==> src/rtl/assert_macros.svh <==
// Assertion macros shared by the timer bank RTL.
// Included by files that carry concurrent checks; no other dependencies.
`ifndef ASSERT_MACROS_SVH
`define ASSERT_MACROS_SVH
`ifndef SYNTHESIS
// expression holds at every clock edge out of reset
`define OTB_ASSERT_ALWAYS(label, clk, rst_n, expr) \
    label: assert property (@(posedge clk) disable iff (!rst_n) (expr)) \
        else $error("assertion failed: invariant violated");
// same-cycle implication
`define OTB_ASSERT_IMPL(label, clk, rst_n, ante, cons) \
    label: assert property (@(posedge clk) disable iff (!rst_n) (ante) |-> (cons)) \
        else $error("assertion failed: implication violated");
// next-cycle implication
`define OTB_ASSERT_NEXT(label, clk, rst_n, ante, cons) \
    label: assert property (@(posedge clk) disable iff (!rst_n) (ante) |=> (cons)) \
        else $error("assertion failed: next-cycle implication violated");
`else
`define OTB_ASSERT_ALWAYS(label, clk, rst_n, expr)
`define OTB_ASSERT_IMPL(label, clk, rst_n, ante, cons)
`define OTB_ASSERT_NEXT(label, clk, rst_n, ante, cons)
`endif
`endif

==> src/rtl/otb_pkg.sv <==
// Package for the one-shot timer bank: widths, codes, shared structs.
// No dependencies; used by every other file of the block but assert_macros.svh.
package otb_pkg;

    localparam int NUM_SLOTS_DEF = 16;
    localparam int NUM_DEST_DEF  = 16;
    localparam int MAX_RESULTS   = 16;

    localparam int TIME_W = 32;
    localparam int DEST_W = 4;
    localparam int SLOT_W = 4;
    localparam int MASK_W = 16;
    localparam int MS_W   = 10;
    localparam int KIND_W = 2;
    localparam int CNT_W  = $clog2(MAX_RESULTS + 1);

    localparam logic [MS_W-1:0] MS_PER_TICK_RST = MS_W'(10);

    typedef enum logic [KIND_W-1:0] {
        KIND_GRANT   = 2'd0,
        KIND_NOFREE  = 2'd1,
        KIND_EXPIRED = 2'd2
    } kind_t;

    typedef enum logic [1:0] {
        ST_IDLE,
        ST_MUL,
        ST_SCAN,
        ST_FLUSH
    } state_t;

    // broadcast from the controller to every cell
    typedef struct packed {
        logic advance;
        logic clear;
        logic arm_mode;
    } cell_ctrl_t;

    // what a cell reports when it holds the token and matches
    typedef struct packed {
        logic              hit;
        logic [SLOT_W-1:0] slot;
        logic [DEST_W-1:0] target;
    } cell_hit_t;

endpackage

==> src/rtl/otb_req_if.sv <==
// Request channel of the timer bank: valid/ready plus one input item.
// Depends on otb_pkg for field widths.
interface otb_req_if import otb_pkg::*; ();
    logic              valid;
    logic              ready;
    logic              action;
    logic [TIME_W-1:0] duration_ms;
    logic [DEST_W-1:0] destination;
    logic [MASK_W-1:0] destination_full;

    modport source (output valid, action, duration_ms, destination, destination_full,
                    input ready);
    modport sink (input valid, action, duration_ms, destination, destination_full,
                  output ready);
endinterface

==> src/rtl/otb_rsp_if.sv <==
// Result channel of the timer bank: valid/ready plus one result item.
// Depends on otb_pkg for field widths.
interface otb_rsp_if import otb_pkg::*; ();
    logic              valid;
    logic              ready;
    logic [KIND_W-1:0] kind;
    logic [SLOT_W-1:0] slot;
    logic [DEST_W-1:0] target;
    logic              last;

    modport source (output valid, kind, slot, target, last, input ready);
    modport sink (input valid, kind, slot, target, last, output ready);
endinterface

==> src/rtl/otb_cfg_if.sv <==
// Configuration write channel: valid/ready plus the ms_per_tick value.
// Depends on otb_pkg for the register width.
interface otb_cfg_if import otb_pkg::*; ();
    logic            valid;
    logic            ready;
    logic [MS_W-1:0] data;

    modport source (output valid, data, input ready);
    modport sink (input valid, data, output ready);
endinterface

==> src/rtl/otb_cell.sv <==
// One timer slot of the bank: armed flag, start time, duration, target,
// and one stage of the scan token chain. Depends on otb_pkg.
module otb_cell import otb_pkg::*; #(
    parameter int ID               = 0,
    parameter int NUM_DESTINATIONS = NUM_DEST_DEF
) (
    input  logic              clk,
    input  logic              rst_n,
    input  cell_ctrl_t        ctrl,
    input  logic [TIME_W-1:0] now_ms,
    input  logic [TIME_W-1:0] duration_ms,
    input  logic [DEST_W-1:0] destination,
    input  logic [MASK_W-1:0] full_mask,
    input  logic              token_in,
    output logic              token_out,
    output cell_hit_t         hit
);

    logic              armed_reg, armed_next;
    logic              token_reg, token_next;
    logic [TIME_W-1:0] start_reg;
    logic [TIME_W-1:0] dur_reg;
    logic [DEST_W-1:0] target_reg;

    logic [TIME_W-1:0] elapsed;
    logic              due;
    logic              dest_ok;
    logic              match;
    logic              take;

    assign elapsed = now_ms - start_reg;
    assign due     = (elapsed >= dur_reg);
    // destinations outside the configured range always accept
    assign dest_ok = ({1'b0, target_reg} < (DEST_W+1)'(NUM_DESTINATIONS)) ?
                     !full_mask[target_reg] : 1'b1;

    always_comb
    begin
        if (ctrl.arm_mode)
        begin
            match = token_reg && !armed_reg;
        end
        else
        begin
            match = token_reg && armed_reg && due && dest_ok;
        end
        take       = match && ctrl.advance;
        armed_next = take ? ctrl.arm_mode : armed_reg;
        if (ctrl.clear)
        begin
            token_next = 1'b0;
        end
        else if (ctrl.advance)
        begin
            token_next = token_in;
        end
        else
        begin
            token_next = token_reg;
        end
    end

    assign hit.hit    = match;
    assign hit.slot   = match ? SLOT_W'(ID) : '0;
    assign hit.target = match ? target_reg : '0;
    assign token_out  = token_reg;

    always_ff @(posedge clk or negedge rst_n)
    begin
        if (!rst_n)
        begin
            armed_reg <= 1'b0;
            token_reg <= 1'b0;
        end
        else
        begin
            armed_reg <= armed_next;
            token_reg <= token_next;
        end
    end

    always_ff @(posedge clk)
    begin
        if (take && ctrl.arm_mode)
        begin
            start_reg  <= now_ms;
            dur_reg    <= duration_ms;
            target_reg <= destination;
        end
    end

endmodule

==> src/rtl/otb_ctrl.sv <==
// Sequencer of the timer bank: request capture, time base multiply,
// scan control, result buffering and the ms_per_tick register.
// Depends on otb_pkg, the channel interfaces and assert_macros.svh.
`include "assert_macros.svh"
module otb_ctrl import otb_pkg::*; (
    input  logic              clk,
    input  logic              rst_n,
    otb_req_if.sink           req,
    otb_rsp_if.source         rsp,
    otb_cfg_if.sink           cfg,
    input  cell_hit_t         hit_any,
    input  logic              token_exit,
    output cell_ctrl_t        cell_ctrl,
    output logic              token_start,
    output logic [TIME_W-1:0] now_ms,
    output logic [TIME_W-1:0] duration_ms,
    output logic [DEST_W-1:0] destination,
    output logic [MASK_W-1:0] full_mask
);

    localparam int PROD_W = TIME_W + MS_W;

    state_t            state_reg, state_next;
    logic [TIME_W-1:0] tick_count_reg;
    logic [MS_W-1:0]   ms_reg;
    logic [TIME_W-1:0] now_reg;
    logic              arm_reg;
    logic [TIME_W-1:0] dur_reg;
    logic [DEST_W-1:0] dest_reg;
    logic [MASK_W-1:0] full_reg;
    logic [CNT_W-1:0]  n_reg, n_next;

    // held result: the newest result, sent once the next one shows whether it is last
    logic              h_valid_reg, h_valid_next;
    kind_t             h_kind_reg, h_kind_next;
    logic [SLOT_W-1:0] h_slot_reg, h_slot_next;
    logic [DEST_W-1:0] h_target_reg, h_target_next;

    logic              o_valid_reg, o_valid_next;
    kind_t             o_kind_reg, o_kind_next;
    logic [SLOT_W-1:0] o_slot_reg, o_slot_next;
    logic [DEST_W-1:0] o_target_reg, o_target_next;
    logic              o_last_reg, o_last_next;

    logic              req_fire;
    logic              o_free;
    logic [PROD_W-1:0] prod;

    assign req.ready = (state_reg == ST_IDLE);
    assign req_fire  = req.valid && req.ready;
    assign cfg.ready = 1'b1;
    assign o_free    = !o_valid_reg || rsp.ready;
    assign prod      = PROD_W'(tick_count_reg) * PROD_W'(ms_reg);

    assign now_ms      = now_reg;
    assign duration_ms = dur_reg;
    assign destination = dest_reg;
    assign full_mask   = full_reg;

    assign rsp.valid  = o_valid_reg;
    assign rsp.kind   = o_kind_reg;
    assign rsp.slot   = o_slot_reg;
    assign rsp.target = o_target_reg;
    assign rsp.last   = o_last_reg;

    always_comb
    begin
        state_next         = state_reg;
        n_next             = n_reg;
        token_start        = 1'b0;
        cell_ctrl.advance  = 1'b0;
        cell_ctrl.clear    = 1'b0;
        cell_ctrl.arm_mode = arm_reg;
        h_valid_next       = h_valid_reg;
        h_kind_next        = h_kind_reg;
        h_slot_next        = h_slot_reg;
        h_target_next      = h_target_reg;
        o_valid_next       = o_valid_reg && !rsp.ready;
        o_kind_next        = o_kind_reg;
        o_slot_next        = o_slot_reg;
        o_target_next      = o_target_reg;
        o_last_next        = o_last_reg;

        unique case (state_reg)
            ST_IDLE:
            begin
                if (req_fire)
                begin
                    n_next     = '0;
                    state_next = ST_MUL;
                end
            end
            ST_MUL:
            begin
                // load the token into the first cell
                token_start       = 1'b1;
                cell_ctrl.advance = 1'b1;
                state_next        = ST_SCAN;
            end
            ST_SCAN:
            begin
                if (hit_any.hit)
                begin
                    if (!h_valid_reg || o_free)
                    begin
                        if (h_valid_reg)
                        begin
                            o_valid_next  = 1'b1;
                            o_kind_next   = h_kind_reg;
                            o_slot_next   = h_slot_reg;
                            o_target_next = h_target_reg;
                            o_last_next   = 1'b0;
                        end
                        cell_ctrl.advance = 1'b1;
                        h_valid_next      = 1'b1;
                        h_kind_next       = arm_reg ? KIND_GRANT : KIND_EXPIRED;
                        h_slot_next       = hit_any.slot;
                        h_target_next     = arm_reg ? '0 : hit_any.target;
                        n_next            = n_reg + CNT_W'(1);
                        if (arm_reg || (n_reg == CNT_W'(MAX_RESULTS - 1)))
                        begin
                            cell_ctrl.clear = 1'b1;
                            state_next      = ST_FLUSH;
                        end
                        else if (token_exit)
                        begin
                            state_next = ST_FLUSH;
                        end
                    end
                end
                else
                begin
                    cell_ctrl.advance = 1'b1;
                    if (token_exit)
                    begin
                        state_next = ST_FLUSH;
                        if (arm_reg)
                        begin
                            h_valid_next  = 1'b1;
                            h_kind_next   = KIND_NOFREE;
                            h_slot_next   = '0;
                            h_target_next = '0;
                        end
                    end
                end
            end
            ST_FLUSH:
            begin
                if (!h_valid_reg)
                begin
                    state_next = ST_IDLE;
                end
                else if (o_free)
                begin
                    o_valid_next  = 1'b1;
                    o_kind_next   = h_kind_reg;
                    o_slot_next   = h_slot_reg;
                    o_target_next = h_target_reg;
                    o_last_next   = 1'b1;
                    h_valid_next  = 1'b0;
                    state_next    = ST_IDLE;
                end
            end
            default:
            begin
                state_next = ST_IDLE;
            end
        endcase
    end

    always_ff @(posedge clk or negedge rst_n)
    begin
        if (!rst_n)
        begin
            state_reg      <= ST_IDLE;
            tick_count_reg <= '0;
            ms_reg         <= MS_PER_TICK_RST;
            n_reg          <= '0;
            h_valid_reg    <= 1'b0;
            o_valid_reg    <= 1'b0;
        end
        else
        begin
            state_reg   <= state_next;
            n_reg       <= n_next;
            h_valid_reg <= h_valid_next;
            o_valid_reg <= o_valid_next;
            if (req_fire && !req.action)
            begin
                tick_count_reg <= tick_count_reg + TIME_W'(1);
            end
            if (cfg.valid)
            begin
                ms_reg <= cfg.data;
            end
        end
    end

    always_ff @(posedge clk)
    begin
        if (req_fire)
        begin
            arm_reg  <= req.action;
            dur_reg  <= req.duration_ms;
            dest_reg <= req.destination;
            full_reg <= req.destination_full;
        end
        if (state_reg == ST_MUL)
        begin
            now_reg <= prod[TIME_W-1:0];
        end
        h_kind_reg   <= h_kind_next;
        h_slot_reg   <= h_slot_next;
        h_target_reg <= h_target_next;
        o_kind_reg   <= o_kind_next;
        o_slot_reg   <= o_slot_next;
        o_target_reg <= o_target_next;
        o_last_reg   <= o_last_next;
    end

    `OTB_ASSERT_IMPL(a_hit_in_scan, clk, rst_n, hit_any.hit, state_reg == ST_SCAN)
    `OTB_ASSERT_ALWAYS(a_idle_no_held, clk, rst_n, (state_reg != ST_IDLE) || !h_valid_reg)
    `OTB_ASSERT_NEXT(a_arm_one_grant, clk, rst_n, (state_reg == ST_SCAN) && arm_reg && hit_any.hit && cell_ctrl.advance, state_reg == ST_FLUSH)
    `OTB_ASSERT_ALWAYS(a_count_bound, clk, rst_n, n_reg <= CNT_W'(MAX_RESULTS))

endmodule

==> src/rtl/oneshot_timer_bank.sv <==
// One-shot timer bank, top level.
// Channels: req (action, duration_ms, destination, destination_full), rsp
// (kind, slot, target, last), cfg (ms_per_tick write, always ready).
// Each request is accepted only while the bank is idle. After acceptance
// the ST_MUL state forms the time base (tick count times ms_per_tick),
// then a token walks the slot cells from slot 0 upwards, one slot per
// cycle while rsp does not stall it. An arm request stops at the first
// free slot and gives one result; a tick visits every slot and gives one
// expiry per due slot whose destination is not marked full, at most 16,
// lowest slot first, last set on the final one. A tick that expires
// nothing gives no result; the token walk sets the length of a request.
// Results pass through a held stage and an output register; if rsp is
// stalled the walk pauses on the next hit, without losing any result.
// Reset: all slots free, tick count zero, ms_per_tick 10.
// Depends on otb_pkg, the channel interfaces, otb_cell, otb_ctrl and
// assert_macros.svh.
`include "assert_macros.svh"
module oneshot_timer_bank import otb_pkg::*; #(
    parameter int NUM_SLOTS        = NUM_SLOTS_DEF,
    parameter int NUM_DESTINATIONS = NUM_DEST_DEF
) (
    input  logic      clk,
    input  logic      rst_n,
    otb_req_if.sink   req,
    otb_rsp_if.source rsp,
    otb_cfg_if.sink   cfg
);

    cell_ctrl_t           cell_ctrl;
    logic                 token_start;
    logic [TIME_W-1:0]    now_ms;
    logic [TIME_W-1:0]    duration_ms;
    logic [DEST_W-1:0]    destination;
    logic [MASK_W-1:0]    full_mask;
    logic [NUM_SLOTS-1:0] token;
    logic [NUM_SLOTS-1:0] hit_vec;
    cell_hit_t            hits [NUM_SLOTS];
    cell_hit_t            hit_any;

    otb_ctrl u_ctrl (
        .clk         (clk),
        .rst_n       (rst_n),
        .req         (req),
        .rsp         (rsp),
        .cfg         (cfg),
        .hit_any     (hit_any),
        .token_exit  (token[NUM_SLOTS-1]),
        .cell_ctrl   (cell_ctrl),
        .token_start (token_start),
        .now_ms      (now_ms),
        .duration_ms (duration_ms),
        .destination (destination),
        .full_mask   (full_mask)
    );

    for (genvar i = 0; i < NUM_SLOTS; i++)
    begin : g_cell
        logic token_in;
        if (i == 0)
        begin : g_head
            assign token_in = token_start;
        end
        else
        begin : g_link
            assign token_in = token[i-1];
        end

        otb_cell #(
            .ID               (i),
            .NUM_DESTINATIONS (NUM_DESTINATIONS)
        ) u_cell (
            .clk         (clk),
            .rst_n       (rst_n),
            .ctrl        (cell_ctrl),
            .now_ms      (now_ms),
            .duration_ms (duration_ms),
            .destination (destination),
            .full_mask   (full_mask),
            .token_in    (token_in),
            .token_out   (token[i]),
            .hit         (hits[i])
        );

        assign hit_vec[i] = hits[i].hit;
    end

    // only the token holder can report, so an OR of the gated reports selects it
    always_comb
    begin
        hit_any = '0;
        for (int i = 0; i < NUM_SLOTS; i++)
        begin
            hit_any = cell_hit_t'(hit_any | hits[i]);
        end
    end

    `OTB_ASSERT_ALWAYS(a_token_onehot0, clk, rst_n, $onehot0(token))
    `OTB_ASSERT_ALWAYS(a_hit_onehot0, clk, rst_n, $onehot0(hit_vec))
    `OTB_ASSERT_ALWAYS(a_hit_has_token, clk, rst_n, (hit_vec & ~token) == '0)

endmodule
==> src/flat_wrapper.sv <==
// flat-port wrapper written by rule: the top's interface ports become plain ports
module oneshot_timer_bank_flat import otb_pkg::*;
#(
    parameter int NUM_SLOTS        = NUM_SLOTS_DEF,
    parameter int NUM_DESTINATIONS = NUM_DEST_DEF
)
  (clk, rst_n, req_valid, req_action, req_duration_ms, req_destination, req_destination_full, req_ready, rsp_valid, rsp_kind, rsp_slot, rsp_target, rsp_last, rsp_ready, cfg_valid, cfg_data, cfg_ready);
  otb_req_if req_i ();
  otb_rsp_if rsp_i ();
  otb_cfg_if cfg_i ();
  input  logic clk;
  input  logic rst_n;
  input wire logic [$bits(req_i.valid)-1:0] req_valid;
  input wire logic [$bits(req_i.action)-1:0] req_action;
  input wire logic [$bits(req_i.duration_ms)-1:0] req_duration_ms;
  input wire logic [$bits(req_i.destination)-1:0] req_destination;
  input wire logic [$bits(req_i.destination_full)-1:0] req_destination_full;
  output wire logic [$bits(req_i.ready)-1:0] req_ready;
  output wire logic [$bits(rsp_i.valid)-1:0] rsp_valid;
  output wire logic [$bits(rsp_i.kind)-1:0] rsp_kind;
  output wire logic [$bits(rsp_i.slot)-1:0] rsp_slot;
  output wire logic [$bits(rsp_i.target)-1:0] rsp_target;
  output wire logic [$bits(rsp_i.last)-1:0] rsp_last;
  input wire logic [$bits(rsp_i.ready)-1:0] rsp_ready;
  input wire logic [$bits(cfg_i.valid)-1:0] cfg_valid;
  input wire logic [$bits(cfg_i.data)-1:0] cfg_data;
  output wire logic [$bits(cfg_i.ready)-1:0] cfg_ready;
  assign req_i.valid = req_valid;
  assign req_i.action = req_action;
  assign req_i.duration_ms = req_duration_ms;
  assign req_i.destination = req_destination;
  assign req_i.destination_full = req_destination_full;
  assign req_ready = req_i.ready;
  assign rsp_valid = rsp_i.valid;
  assign rsp_kind = rsp_i.kind;
  assign rsp_slot = rsp_i.slot;
  assign rsp_target = rsp_i.target;
  assign rsp_last = rsp_i.last;
  assign rsp_i.ready = rsp_ready;
  assign cfg_i.valid = cfg_valid;
  assign cfg_i.data = cfg_data;
  assign cfg_ready = cfg_i.ready;
  oneshot_timer_bank #(.NUM_SLOTS(NUM_SLOTS), .NUM_DESTINATIONS(NUM_DESTINATIONS)) u_core (.clk(clk), .rst_n(rst_n), .req(req_i), .rsp(rsp_i), .cfg(cfg_i));
endmodule
==> config.mk <==
export PLATFORM = sky130hd
export DESIGN_NAME = oneshot_timer_bank_flat
export DESIGN_NICKNAME = d
export VERILOG_FILES = /design/src/rtl/otb_pkg.sv /design/src/rtl/otb_req_if.sv /design/src/rtl/otb_rsp_if.sv /design/src/rtl/otb_cfg_if.sv /design/src/rtl/otb_cell.sv /design/src/rtl/otb_ctrl.sv /design/src/rtl/oneshot_timer_bank.sv /design/src/flat_wrapper.sv
export VERILOG_INCLUDE_DIRS = /design/src /design/src/rtl
export SDC_FILE = /design/constraint.sdc
export NUM_CORES = 2
export LEC_CHECK = 0
export BUFFER_PORTS_ARGS = -buffer_cell sky130_fd_sc_hd__buf_2
export CORE_ASPECT_RATIO = 1.1
export CORE_UTILIZATION = 30
export CTS_BUF_LIST = sky130_fd_sc_hd__clkbuf_16
export DETAILED_ROUTE_END_ITERATION = 6
export GPL_ROUTABILITY_DRIVEN = 0
export SETUP_SLACK_MARGIN = 0.2
export SLEW_MARGIN = 10
export SYNTH_ARGS = -nofsm -noshare
export SYNTH_HDL_FRONTEND = slang
export SYNTH_SLANG_ARGS = --single-unit
==> constraint.sdc <==
create_clock -name clk -period 14.6 [get_ports clk]
set_input_delay 4.38 -clock clk [delete_from_list [all_inputs] [get_ports clk]]
set_output_delay 4.38 -clock clk [all_outputs]
set_load 0.005 [all_outputs]
==> impl_metrics.env <==
export IMPL_status="finished, final reports clean"
export IMPL_r2r_slack_ns=4.44
export IMPL_clk_pin_slew_ns=0.06
export IMPL_synth_async_sr_flop_share=0.0650
export IMPL_drcViolationCount=0
export IMPL_synth_top_area_cell="edfxtp_1"
export IMPL_routed_via_density=5.06
export IMPL_setup_violations=0
export IMPL_ant_nets=0
export IMPL_cp_end_kind="flop"
export IMPL_postSynthCellCount=8098
export IMPL_post_route_period_util=0.696
export IMPL_cp_start_kind="flop"
export IMPL_dieArea_mm2=0.294
export IMPL_antenna_found_initial=31
export IMPL_r2r_cells=28
export IMPL_slew_headroom=0.198
export IMPL_drt_iter0_markers=5336
export IMPL_syn_to_final_growth_pct=12.3
export IMPL_dp_cells=12100
export IMPL_drive_gt1_frac=0.0707
export IMPL_max_vdd_ir_drop_mv=0.122
export IMPL_die_h_um=569
export IMPL_fin_skew_ns=0.0402
export IMPL_yosys_most_used_dff="edfxtp_1"
export IMPL_critPathArrivalTime_ns=10.59
export IMPL_nNetsFinal=9698
export IMPL_cts_buffers=151
export IMPL_post_route_min_period_ns=10.16
export IMPL_grt_pass1_wl_um=368000
export IMPL_setup_tns_ns=0
export IMPL_netlist_area_mm2=0.0876
export IMPL_dp_hpwl_um=171000
export IMPL_postCtsSetupBuffers=0
export IMPL_path_max_fanout=37
export IMPL_grt_util_all_layers=0.164
export IMPL_wl_per_cell_um=19.7
export IMPL_leakage_uw=0.0426
export IMPL_clock_sinks=1277
export IMPL_syn_nets=9441
export IMPL_cts_tree="built"
export IMPL_synth_area_per_cell_um2=10.8
export IMPL_synthDistinctLibCells=97
export IMPL_yosysSeqAreaShare=0.433
export IMPL_maxSlewViolCount=0
export IMPL_coreArea_mm2=0.290
export IMPL_powerDensity_mw_per_mm2=156
export IMPL_hp_class="flop to flop"
export IMPL_wl_um=244000
export IMPL_fmax_ghz=0.0984
export IMPL_clk_latency_ns=0.82
export IMPL_synth_common_cells="inv_1 (1311), edfxtp_1 (1194), ha_1 (1061), a21oi_1 (509), nand2_1 (464)"
export IMPL_instances_no_fill=12300
export IMPL_rsz0062_at_grt="false"
export IMPL_port_buffers=80
export IMPL_core_rowCount=207
export IMPL_fp_dieW_um=517
export IMPL_cts_resized=0
export IMPL_holdPathStages=0
export IMPL_grt_pass1_vias=63200
export IMPL_start_util=0.302
export IMPL_cts_root_buf="clkbuf_16"
export IMPL_tightest_slew_ns=1.19
export IMPL_worstSetupPathType="flop to flop"
export IMPL_netlist_area_leader_share=0.409
export IMPL_critPathMostFrequentCell="buf_4"
export IMPL_fill_cells=28700
export IMPL_synthTopCellsByArea="edfxtp_1 (41%), ha_1 (15%), inv_1 (5.6%)"
export IMPL_synth_edf_count=1194
export IMPL_cp_required_ns=15.03
export IMPL_num_io_pins=82
export IMPL_grt_start_max_net_pins=70
export IMPL_final_hold_viol_count=0
export IMPL_slowest_stage="nor2_4"
export IMPL_gr_total_overflow=0
export IMPL_synth_warnings=0
export IMPL_cts_buffer_depth=3
export IMPL_cts_max_level=4
export IMPL_hold_slack_ns=0.424
export IMPL_synth_seq_cells=1277
export IMPL_dr_total_vias=62500
export IMPL_yosysMostFrequentCell="inv_1"
export IMPL_max_stage_delay_ns=0.81
export IMPL_cts_hold_buf=0
export IMPL_drt_pass1_iter_count=7
export IMPL_cap_viol_max_count=0
layout make-up:
| cell class | instances | area, um^2 | area share |
|---|---|---|---|
| Inverter | 1311 | 4920 | 0.0500 |
| Tap cell | 3866 | 4840 | 0.0492 |
| Sequential cell | 1277 | 37900 | 0.385 |
| Clock inverter | 118 | 983 | 0.00999 |
| Timing Repair Buffer | 219 | 1460 | 0.0148 |
| Antenna cell | 9 | 22.5 | 0.000229 |
| Clock buffer | 153 | 3830 | 0.0389 |
| Multi-Input combinational cell | 5395 | 44400 | 0.451 |
cells in the final DEF (no fill, tap or decap), types with 146 or more instances in the layout:
cell type     n
xnor2_1     366
nor2_1      381
edfxtp_1   1194
ha_1       1060
nand2_1     464
fa_1        214
o21ai_0     304
nand3_1     146
clkbuf_16   153
a21o_1      291
a21oi_1     509
inv_1      1348
final timing paths:
| path | from | to |
|---|---|---|
| min in group asynchronous | rst_n | u_core.u_ctrl.tick_count_reg[26]$_DFFE_PN0P_ |
| min reg2reg | u_core.u_ctrl.h_kind_reg[0]$_SDFFCE_PP1P_ | u_core.u_ctrl.rsp.kind[0]$_DFFE_PP_ |
| max | u_core.u_ctrl.now_ms[0]$_DFFE_PP_ | u_core.g_cell[10].u_cell.dur_reg[3]$_DFFE_PP_ |
| min | u_core.u_ctrl.h_kind_reg[0]$_SDFFCE_PP1P_ | u_core.u_ctrl.rsp.kind[0]$_DFFE_PP_ |
| max in group asynchronous | rst_n | u_core.g_cell[2].u_cell.token_out$_DFFE_PN0P_ |
| max reg2reg | u_core.u_ctrl.now_ms[0]$_DFFE_PP_ | u_core.g_cell[10].u_cell.dur_reg[3]$_DFFE_PP_ |
per-stage QoR:
stage          cell area (um^2)  setup slack (ns)  utilization  total power (uW)
6_report                  98400              4.44        0.340             15400
5_1_grt                   98400              3.74        0.339             16400
4_1_cts                   98400              4.44        0.339             15400
3_5_place_dp              93600              4.48        0.323             11700
3_3_place_gp              93600              4.67        0.323             11500
2_1_floorplan             87600              4.36            -              9470
power by group:
part / switching (uW) / leakage, uW / total [uW] / internal (uW)
clock: 1590 / 0.00248 / 3700 / 2110
combinational: 4280 / 0.0282 / 7030 / 2740
sequential: 179 / 0.0119 / 4640 / 4460
logic make-up after synthesis:
family / Yosys count / synth area share
AO/OA/AOI/OAI: 1777 / 0.133
XOR/XNOR: 510 / 0.0510
adder cells (fa/ha/maj): 1275 / 0.200
buffers and inverters: 1426 / 0.0617
flip-flops: 1277 / 0.433
multiplexers: 118 / 0.0243
other: 1 / 0.0000428
AND/OR/NAND/NOR: 1714 / 0.0965
layer usage:
layer | vias up | global-route usage | wire (um)
met5 | - | 0 | 0
met4 | 0 | 0.0684 | 10900
met3 | 507 | 0.0230 | 16500
met2 | 2153 | 0.275 | 114000
met1 | 30300 | 0.209 | 102000
li1 | 29500 | - | -
critical path, delay by kind of cell (launching register included):
kind | cells | cell delay (ns)
AO/OA/AOI/OAI | 15 | 4.43
XOR/XNOR | 1 | 0.15
adder cells (fa/ha/maj) | 3 | 0.89
buffers and inverters | 5 | 1.59
flip-flops | 1 | 0.46
AND/OR/NAND/NOR | 4 | 2.14
No activity file was read; power rests on OpenSTA's default activity.
